### src/rtl/esu_pkg.sv
// ----------------------------------------------------------------------------
// esu_pkg
// types and constants of the escape sequence unescaper
// ----------------------------------------------------------------------------
package esu_pkg;

   localparam logic [7:0] CHAR_NUL    = 8'h00;
   localparam logic [7:0] CHAR_BSLASH = 8'h5C;
   localparam logic [7:0] CHAR_QUOTE  = 8'h22;
   localparam logic [7:0] CHAR_N      = 8'h6E;
   localparam logic [7:0] CHAR_R      = 8'h72;
   localparam logic [7:0] CHAR_T      = 8'h74;
   localparam logic [7:0] CHAR_E      = 8'h65;
   localparam logic [7:0] CHAR_X      = 8'h78;

   localparam logic [7:0] BYTE_LF     = 8'h0A;
   localparam logic [7:0] BYTE_CR     = 8'h0D;
   localparam logic [7:0] BYTE_TAB    = 8'h09;
   localparam logic [7:0] BYTE_ESC    = 8'h1B;

   localparam logic [8:0] MAX_LEN_RESET = 9'd64;
   localparam logic [8:0] LIMIT_CAP     = 9'd256;

   localparam int QUEUE_DEPTH_DEFAULT = 4;

   typedef enum logic [2:0] {
      MODE_PLAIN,
      MODE_ESC,
      MODE_HEX0,
      MODE_HEX1,
      MODE_OCT1,
      MODE_OCT2,
      MODE_DROP
   } esu_mode_type;

   typedef struct packed {
      logic [7:0] out_byte;
      logic       out_is_end;
      logic [7:0] out_length;
   } esu_result_type;

   // up to two results produced by one character
   typedef struct packed {
      logic [1:0]     count;
      esu_result_type first;
      esu_result_type second;
   } esu_push_type;

endpackage

### src/rtl/esu_front.sv
// ----------------------------------------------------------------------------
// esu_front
// accepts characters, runs the escape decoder and pushes its results
// ----------------------------------------------------------------------------
module esu_front import esu_pkg::*; (
   input  logic         clock,
   input  logic         reset,
   input  logic         csr_wr_en,
   input  logic [8:0]   csr_wr_data,
   input  logic         take,
   input  logic [7:0]   char_code,
   output esu_push_type push
);

   function automatic logic [4:0] hex_decode(input logic [7:0] c);
      logic [4:0] r;
      r = 5'd0;
      if (c >= 8'h30 && c <= 8'h39) begin
         r = {1'b1, 4'(c - 8'h30)};
      end else if (c >= 8'h61 && c <= 8'h66) begin
         r = {1'b1, 4'(c - 8'h57)};
      end else if (c >= 8'h41 && c <= 8'h46) begin
         r = {1'b1, 4'(c - 8'h37)};
      end
      return r;
   endfunction

   esu_mode_type mode_ff, mode_in, mode_base;
   logic [7:0]   pend_ff, pend_in, pend_next;
   logic [7:0]   cnt_ff, cnt_in, cnt_mid;
   logic [8:0]   max_len_ff, max_len_in;
   logic [8:0]   limit;

   logic         first_vld;
   logic [7:0]   first_byte;
   logic         plain_need;
   logic         is_oct;
   logic [4:0]   hex;
   logic [7:0]   oct_val;
   logic         lim_hit;
   logic         is_end;
   logic         plain_emit;
   esu_result_type res_data, res_end, res_plain;

   assign is_oct  = (char_code >= 8'h30) && (char_code <= 8'h37);
   assign hex     = hex_decode(char_code);
   assign oct_val = {pend_ff[4:0], 3'b000} + {5'd0, char_code[2:0]};

   // first stage: what the current mode does with the character
   always_comb begin
      first_vld  = 1'b0;
      first_byte = 8'd0;
      plain_need = 1'b0;
      pend_next  = pend_ff;
      mode_base  = MODE_PLAIN;
      unique case (mode_ff)
         MODE_ESC: begin
            unique case (char_code)
               CHAR_BSLASH: begin first_vld = 1'b1; first_byte = CHAR_BSLASH; end
               CHAR_QUOTE:  begin first_vld = 1'b1; first_byte = CHAR_QUOTE;  end
               CHAR_N:      begin first_vld = 1'b1; first_byte = BYTE_LF;     end
               CHAR_R:      begin first_vld = 1'b1; first_byte = BYTE_CR;     end
               CHAR_T:      begin first_vld = 1'b1; first_byte = BYTE_TAB;    end
               CHAR_E:      begin first_vld = 1'b1; first_byte = BYTE_ESC;    end
               CHAR_X:      mode_base = MODE_HEX0;
               default: begin
                  if (is_oct) begin
                     pend_next = {5'd0, char_code[2:0]};
                     mode_base = MODE_OCT1;
                  end else begin
                     plain_need = 1'b1;
                  end
               end
            endcase
         end
         MODE_HEX0: begin
            if (hex[4]) begin
               pend_next = {4'd0, hex[3:0]};
               mode_base = MODE_HEX1;
            end else begin
               plain_need = 1'b1;
            end
         end
         MODE_HEX1: begin
            first_vld = 1'b1;
            pend_next = 8'd0;
            if (hex[4]) begin
               first_byte = {pend_ff[3:0], hex[3:0]};
            end else begin
               first_byte = pend_ff;
               plain_need = 1'b1;
            end
         end
         MODE_OCT1, MODE_OCT2: begin
            if (is_oct) begin
               if (mode_ff == MODE_OCT1) begin
                  pend_next = oct_val;
                  mode_base = MODE_OCT2;
               end else begin
                  first_vld  = 1'b1;
                  first_byte = oct_val;
                  pend_next  = 8'd0;
               end
            end else begin
               first_vld  = 1'b1;
               first_byte = pend_ff;
               pend_next  = 8'd0;
               plain_need = 1'b1;
            end
         end
         MODE_DROP: begin
            mode_base  = MODE_DROP;
            plain_need = (char_code == CHAR_NUL);
         end
         default: plain_need = 1'b1;
      endcase
   end

   // second stage: plain character handling after any flushed value
   assign limit      = (max_len_ff > LIMIT_CAP) ? LIMIT_CAP : max_len_ff;
   assign cnt_mid    = cnt_ff + {7'd0, first_vld};
   assign lim_hit    = ({1'b0, cnt_mid} + 9'd1) >= limit;
   assign is_end     = plain_need && (char_code == CHAR_NUL);
   assign plain_emit = plain_need && (char_code != CHAR_NUL) && !lim_hit
                       && (char_code != CHAR_BSLASH);

   // next state
   always_comb begin
      mode_in = mode_ff;
      if (take) begin
         if (plain_need) begin
            priority if (char_code == CHAR_NUL) begin
               mode_in = MODE_PLAIN;
            end else if (lim_hit) begin
               mode_in = MODE_DROP;
            end else if (char_code == CHAR_BSLASH) begin
               mode_in = MODE_ESC;
            end else begin
               mode_in = MODE_PLAIN;
            end
         end else begin
            mode_in = mode_base;
         end
      end
   end

   // outputs and data registers
   always_comb begin
      res_data  = '{out_byte: first_byte, out_is_end: 1'b0, out_length: 8'd0};
      res_end   = '{out_byte: 8'd0, out_is_end: 1'b1, out_length: cnt_mid};
      res_plain = is_end ? res_end
                         : '{out_byte: char_code, out_is_end: 1'b0, out_length: 8'd0};
      push.count  = 2'd0;
      push.first  = first_vld ? res_data : res_plain;
      push.second = res_plain;
      if (take) begin
         push.count = {1'b0, first_vld} + {1'b0, is_end || plain_emit};
      end
      pend_in    = pend_ff;
      cnt_in     = cnt_ff;
      max_len_in = csr_wr_en ? csr_wr_data : max_len_ff;
      if (take) begin
         pend_in = is_end ? 8'd0 : pend_next;
         cnt_in  = is_end ? 8'd0 : cnt_mid + {7'd0, plain_emit};
      end
   end

   always_ff @(posedge clock) begin
      if (reset) begin
         mode_ff    <= MODE_PLAIN;
         pend_ff    <= 8'd0;
         cnt_ff     <= 8'd0;
         max_len_ff <= MAX_LEN_RESET;
      end else begin
         mode_ff    <= mode_in;
         pend_ff    <= pend_in;
         cnt_ff     <= cnt_in;
         max_len_ff <= max_len_in;
      end
   end

endmodule

### src/rtl/esu_queue.sv
// ----------------------------------------------------------------------------
// esu_queue
// short result queue between decoder and output stage, up to two writes a cycle
// ----------------------------------------------------------------------------
module esu_queue import esu_pkg::*; #(
   parameter int DEPTH = QUEUE_DEPTH_DEFAULT
) (
   input  logic           clock,
   input  logic           reset,
   input  esu_push_type   push,
   output logic           ready,
   input  logic           pop,
   output logic           valid,
   output esu_result_type head
);

   localparam int AW = (DEPTH > 1) ? $clog2(DEPTH) : 1;
   localparam int CW = $clog2(DEPTH + 1);

   function automatic logic [AW-1:0] wrap_inc(input logic [AW-1:0] p);
      return (p == AW'(DEPTH - 1)) ? AW'(0) : p + AW'(1);
   endfunction

   esu_result_type entries_ff [DEPTH];
   logic [AW-1:0]  wptr_ff, wptr_in, rptr_ff, rptr_in;
   logic [CW-1:0]  count_ff, count_in;
   logic [AW-1:0]  wptr_nx;

   assign wptr_nx = wrap_inc(wptr_ff);
   assign ready   = count_ff <= CW'(DEPTH - 2);
   assign valid   = count_ff != CW'(0);
   assign head    = entries_ff[rptr_ff];

   always_comb begin
      wptr_in = wptr_ff;
      if (push.count == 2'd1) begin
         wptr_in = wptr_nx;
      end else if (push.count == 2'd2) begin
         wptr_in = wrap_inc(wptr_nx);
      end
      rptr_in  = (pop && valid) ? wrap_inc(rptr_ff) : rptr_ff;
      count_in = count_ff + CW'(push.count) - CW'(pop && valid);
   end

   always_ff @(posedge clock) begin
      if (push.count != 2'd0) begin
         entries_ff[wptr_ff] <= push.first;
      end
      if (push.count == 2'd2) begin
         entries_ff[wptr_nx] <= push.second;
      end
   end

   always_ff @(posedge clock) begin
      if (reset) begin
         wptr_ff  <= '0;
         rptr_ff  <= '0;
         count_ff <= '0;
      end else begin
         wptr_ff  <= wptr_in;
         rptr_ff  <= rptr_in;
         count_ff <= count_in;
      end
   end

endmodule

### src/rtl/esu_back.sv
// ----------------------------------------------------------------------------
// esu_back
// output register that hands results to the receiver
// ----------------------------------------------------------------------------
module esu_back import esu_pkg::*; (
   input  logic           clock,
   input  logic           reset,
   input  logic           q_valid,
   input  esu_result_type q_head,
   output logic           q_pop,
   output logic           rsp_empty,
   input  logic           rsp_pop,
   output esu_result_type rsp_result
);

   logic           out_vld_ff, out_vld_in;
   esu_result_type out_ff;

   // refill when the register is free or its beat leaves this cycle
   assign q_pop      = q_valid && (!out_vld_ff || rsp_pop);
   assign out_vld_in = q_pop || (out_vld_ff && !rsp_pop);
   assign rsp_empty  = !out_vld_ff;
   assign rsp_result = out_ff;

   always_ff @(posedge clock) begin
      if (q_pop) begin
         out_ff <= q_head;
      end
   end

   always_ff @(posedge clock) begin
      if (reset) begin
         out_vld_ff <= 1'b0;
      end else begin
         out_vld_ff <= out_vld_in;
      end
   end

endmodule

### src/rtl/escape_sequence_unescaper_top.sv
// ----------------------------------------------------------------------------
// escape_sequence_unescaper_top
// C-style backslash escape decoder, one character per beat
// ----------------------------------------------------------------------------
// Characters enter through a queue-style port: a beat is taken when req_push
// is high and req_full is low. A zero character ends the string and yields an
// end marker carrying the decoded byte count. Decoded bytes and end markers
// leave through rsp_*: the head result is shown while rsp_empty is low and
// leaves when rsp_pop is high.
// Throughput is one character per cycle while req_full is low; each character
// makes zero, one or two results, and the output drains one result per cycle
// while rsp_pop is high. The decoder writes the result queue, then the output
// register loads from it. req_full rises when the result queue cannot take
// two more results, which happens when the receiver stalls or characters
// yield two results in a row. max_len is to be written by the user only while
// the block is idle, through csr_wr_en/csr_wr_data, which the block does not
// enforce. Synchronous reset empties the queue and the output register,
// returns the decoder to plain text with a zero count and sets max_len to 64.
// ----------------------------------------------------------------------------
module escape_sequence_unescaper_top import esu_pkg::*; #(
   parameter int QUEUE_DEPTH = QUEUE_DEPTH_DEFAULT
) (
   input  logic       clock,
   input  logic       reset,
   input  logic       req_push,
   output logic       req_full,
   input  logic [7:0] req_char_code,
   output logic       rsp_empty,
   input  logic       rsp_pop,
   output logic [7:0] rsp_out_byte,
   output logic       rsp_out_is_end,
   output logic [7:0] rsp_out_length,
   input  logic       csr_wr_en,
   input  logic [8:0] csr_wr_data
);

   esu_push_type   push;
   esu_result_type q_head, rsp_result;
   logic           q_ready, q_valid, q_pop, take;

   assign take     = req_push && q_ready;
   assign req_full = !q_ready;

   esu_front u_front (
      .clock       (clock),
      .reset       (reset),
      .csr_wr_en   (csr_wr_en),
      .csr_wr_data (csr_wr_data),
      .take        (take),
      .char_code   (req_char_code),
      .push        (push)
   );

   esu_queue #(.DEPTH(QUEUE_DEPTH)) u_queue (
      .clock (clock),
      .reset (reset),
      .push  (push),
      .ready (q_ready),
      .pop   (q_pop),
      .valid (q_valid),
      .head  (q_head)
   );

   esu_back u_back (
      .clock      (clock),
      .reset      (reset),
      .q_valid    (q_valid),
      .q_head     (q_head),
      .q_pop      (q_pop),
      .rsp_empty  (rsp_empty),
      .rsp_pop    (rsp_pop),
      .rsp_result (rsp_result)
   );

   assign rsp_out_byte   = rsp_result.out_byte;
   assign rsp_out_is_end = rsp_result.out_is_end;
   assign rsp_out_length = rsp_result.out_length;

endmodule

### config.mk
export PLATFORM = sky130hd
export DESIGN_NAME = escape_sequence_unescaper_top
export DESIGN_NICKNAME = d
export VERILOG_FILES = /design/src/rtl/esu_pkg.sv /design/src/rtl/esu_front.sv /design/src/rtl/esu_queue.sv /design/src/rtl/esu_back.sv /design/src/rtl/escape_sequence_unescaper_top.sv
export SDC_FILE = /design/constraint.sdc
export NUM_CORES = 1
export LEC_CHECK = 0
export ABC_AREA = 1
export BUFFER_PORTS_ARGS = -buffer_cell sky130_fd_sc_hd__buf_2
export CAP_MARGIN = 20
export CORE_ASPECT_RATIO = 1.1
export CORE_UTILIZATION = 40
export DETAILED_ROUTE_END_ITERATION = 8
export GPL_TIMING_DRIVEN = 0
export PLACE_DENSITY_LB_ADDON = 0.08
export SLEW_MARGIN = 25
export SYNTH_ARGS = -nofsm -noshare
export SYNTH_HDL_FRONTEND = slang
export SYNTH_SLANG_ARGS = --single-unit
### constraint.sdc
create_clock -name clock -period 8.82 [get_ports clock]
set_input_delay 2.646 -clock clock [delete_from_list [all_inputs] [get_ports clock]]
set_output_delay 2.646 -clock clock [all_outputs]
set_load 0.02 [all_outputs]
==> results_dict.tcl <==
set metrics [dict create \
    synth_area_um2 7087 \
    vias 5835 \
    cp_max_fo 10 \
    skew_ns 0.008894 \
    async_flop_share 0 \
    power_per_cell_area_nw_per_um2 302.2 \
    setup_viol 0 \
    synth.distinct_cells 43 \
    nets 979 \
    dr.pass1.iters 5 \
    clk_path_buf_depth 2 \
    gp_congestion 0.8564 \
    cts_made_buffers 17 \
    yosys-top-cells-area "edfxtp_1, dfxtp_1, nand2_1" \
    critPathMaxStageDelay_ns 0.66 \
    dp_hpwl_um 13160 \
    row_count 50 \
    synthCells 860 \
    portBuffers 40 \
    fin_util 0.4817 \
    cts.sinks 121 \
    synth-main-ff-cell "edfxtp_1" \
    p_total_w 0.002505 \
    synth_fp_nets 917 \
    path_clk_slew_ns 0.06 \
    arrival_ns 8.30 \
    drive_gt1_frac 0.1497 \
    hold_viol 0 \
    period_needed_ns 8.178 \
    wl_per_cell_um 15.46 \
    drcViolationCount 0 \
    gr-total-overflow 0 \
    cts_tree "built" \
    die_h_um 141.6 \
    ant_nets 0 \
    ctsHoldBuffers 0 \
    path_class "primary input to flop" \
    start_util 0.4119 \
    antenna_found_initial 0 \
    coreArea_um2 17200 \
    synth.avg_cell_area_um2 8.240 \
    diodes 0 \
    tightest_slew_ns 0.8211 \
    cts_resized 0 \
    drt-total-wl_um 18080 \
    hold_class "flop to flop" \
    yosysWarningCount 0 \
    critPathBufInv 7 \
    cpMostUsedCell "nand2_1" \
    required_ns 8.95 \
    fin_setup_tns_ns 0 \
    leakage_nw 3.456 \
    rrSetupSlack_ns 3.00 \
    drv_cap 0 \
    status "finished clean" \
    rsz0062_at_grt "no" \
    drtIter0Drc 438 \
    grt_pass1_vias 5459 \
    start_kind "primary input" \
    drv_slew 0 \
    dp_cells 1137 \
    max_clock_freq_mhz 122.3 \
    fin_crit_sh 0.9272 \
    ir_drop_mv 0.1872 \
    grt_usage 0.2093 \
    synth-edff-count 85 \
    maxSlewHeadroom 0.4507 \
    dieWidth_um 128.9 \
    viasPerCell 4.991 \
    end_kind "flop" \
    grt_max_degree 20 \
    io_pins 41 \
    synth_top_area_cell "edfxtp_1" \
    fp.dieArea_um2 18250 \
    num-fill-cells 1680 \
    fin_cells 1169 \
    cts_root_buffer "clkbuf_16" \
    postCtsSetupRepairBufs 0 \
    synth-seq-cells 121 \
    clock_latency_ns 0.42 \
    area_growth_syn_to_layout_pct 16.95 \
    synth_top_area_share 0.3602 \
    clock_tree.htree_level_count 4 \
    cp_slowest_cell "xor2_1" \
    ys_seq_area_frac 0.4619 \
    grt_pass1_wl_um 28680 \
    crit_family "simple AND/OR/NAND/NOR gates" \
]
through the flow:
step	hold WS (ns)	area [um^2]	worst slack, ns
6_report	0.4863	8288	0.6425
3_5_place_dp	0.4727	7671	0.2436
3_3_place_gp	0.4703	7580	-1.472
5_1_grt	0.5158	8288	0.1323
4_1_cts	0.4837	8288	0.6642
2_1_floorplan	0.4491	7087	0.6590
sequential cells by signal (all words and copies together) (netlist names):
name,flops
u_back.rsp_result,17
u_front.cnt_ff,8
u_queue.rptr_ff,2
u_queue.count_ff,3
u_front.mode_ff,3
u_queue.wptr_ff,2
u_front.pend_ff,8
u_queue.entries_ff,68
u_front.max_len_ff,9
u_back.out_vld_ff,1
per-layer routing:
layer | GRT usage | vias up | wire (um)
met3 | 0.03620 | 22 | 696
met2 | 0.3514 | 120 | 8657
met4 | 0.06935 | 0 | 292
li1 | - | 3033 | -
met1 | 0.2720 | 2660 | 8432
met5 | 0 | - | 0
area by class of cell:
type | instances | area, um^2 | area share
Buffer | 26 | 162.7 | 0.01963
Clock buffer | 17 | 425.4 | 0.05133
Clock inverter | 15 | 191.4 | 0.02310
Inverter | 80 | 300.3 | 0.03623
Multi-Input combinational cell | 633 | 3388 | 0.4088
Sequential cell | 121 | 3273 | 0.3949
Tap cell | 234 | 292.8 | 0.03533
Timing Repair Buffer | 43 | 254.0 | 0.03065
kinds of logic (layout without fill, tap and decap cells):
| kind of cell | count (synthesis) | count (layout) | synth area share |
|---|---|---|---|
| simple gates | 412 | 412 | 0.2553 |
| compound gates | 171 | 171 | 0.1361 |
| flops | 121 | 121 | 0.4619 |
| buf+inv | 106 | 181 | 0.06532 |
| fa+ha+maj | 35 | 35 | 0.06285 |
| xor+xnor | 15 | 15 | 0.01854 |
worst min-delay path, cell delays in order (launching register included):
cell     delay (ns)
dfxtp_1        0.31
inv_1          0.07
a21oi_1        0.06
path summary, 6_finish.rpt:
| kind | startpoint | end | cells after the start |
|---|---|---|---|
| hold / removal | u_front.max_len_ff[0] | u_front.max_len_ff[0] | 2 |
| setup reg to reg | u_front.mode_ff[0] | u_queue.entries_ff[2][15] | 23 |
| setup / recovery | req_char_code[0] | u_queue.entries_ff[2][15] | 32 |
| hold reg to reg | u_front.max_len_ff[0] | u_front.max_len_ff[0] | 2 |
report_power, final:
part | internal, W | switching [W]
registers | 0.000797 | 0.0000557
clock network | 0.000452 | 0.000284
logic | 0.000288 | 0.000627
total | 0.00154 | 0.000967
placed cells by master (no fill, tap or decap), types with 2 or more instances in the layout:
master     instances
a211oi_1           2
a21boi_2           4
a21oi_1           31
a31oi_1            2
buf_2             44
buf_4              2
buf_6              8
bufinv_16          3
clkbuf_1          12
clkbuf_16         17
clkinv_2           2
clkinv_4           3
dfxtp_1           36
edfxtp_1          85
ha_1              34
inv_1             67
inv_2             12
inv_6              4
inv_8              2
nand2_1          188
nand2_2            8
nand2_4            8
nand3_1           39
nand3_2            2
nand3b_1           4
nand4_1            9
nor2_1           133
nor2_2             3
nor2_4             5
nor3_1             7
o211ai_1           8
o21ai_0           69
o21ai_1           26
o21ai_2            2
o21ai_4            3
o22ai_1           20
or2_2              2
xnor2_1            3
xor2_1            12
synth_stat cells, types with 3 or more instances:
| cell type | number |
|---|---|
| nor2_4 | 4 |
| nor2_2 | 3 |
| a21boi_2 | 4 |
| xnor2_1 | 3 |
| nor2_1 | 134 |
| o21ai_1 | 26 |
| edfxtp_1 | 85 |
| nand2_2 | 8 |
| o211ai_1 | 8 |
| inv_2 | 12 |
| xor2_1 | 12 |
| o21ai_0 | 73 |
| a21oi_1 | 31 |
| nand3_1 | 39 |
| nand2_1 | 188 |
| clkbuf_1 | 12 |
| buf_2 | 4 |
| nor3_1 | 7 |
| nand2_4 | 8 |
| o22ai_1 | 20 |
| nand3b_1 | 4 |
| buf_6 | 7 |
| nand4_1 | 9 |
| ha_1 | 34 |
| inv_1 | 67 |
| dfxtp_1 | 36 |
Note: power is estimated with default switching activity, not from simulation.
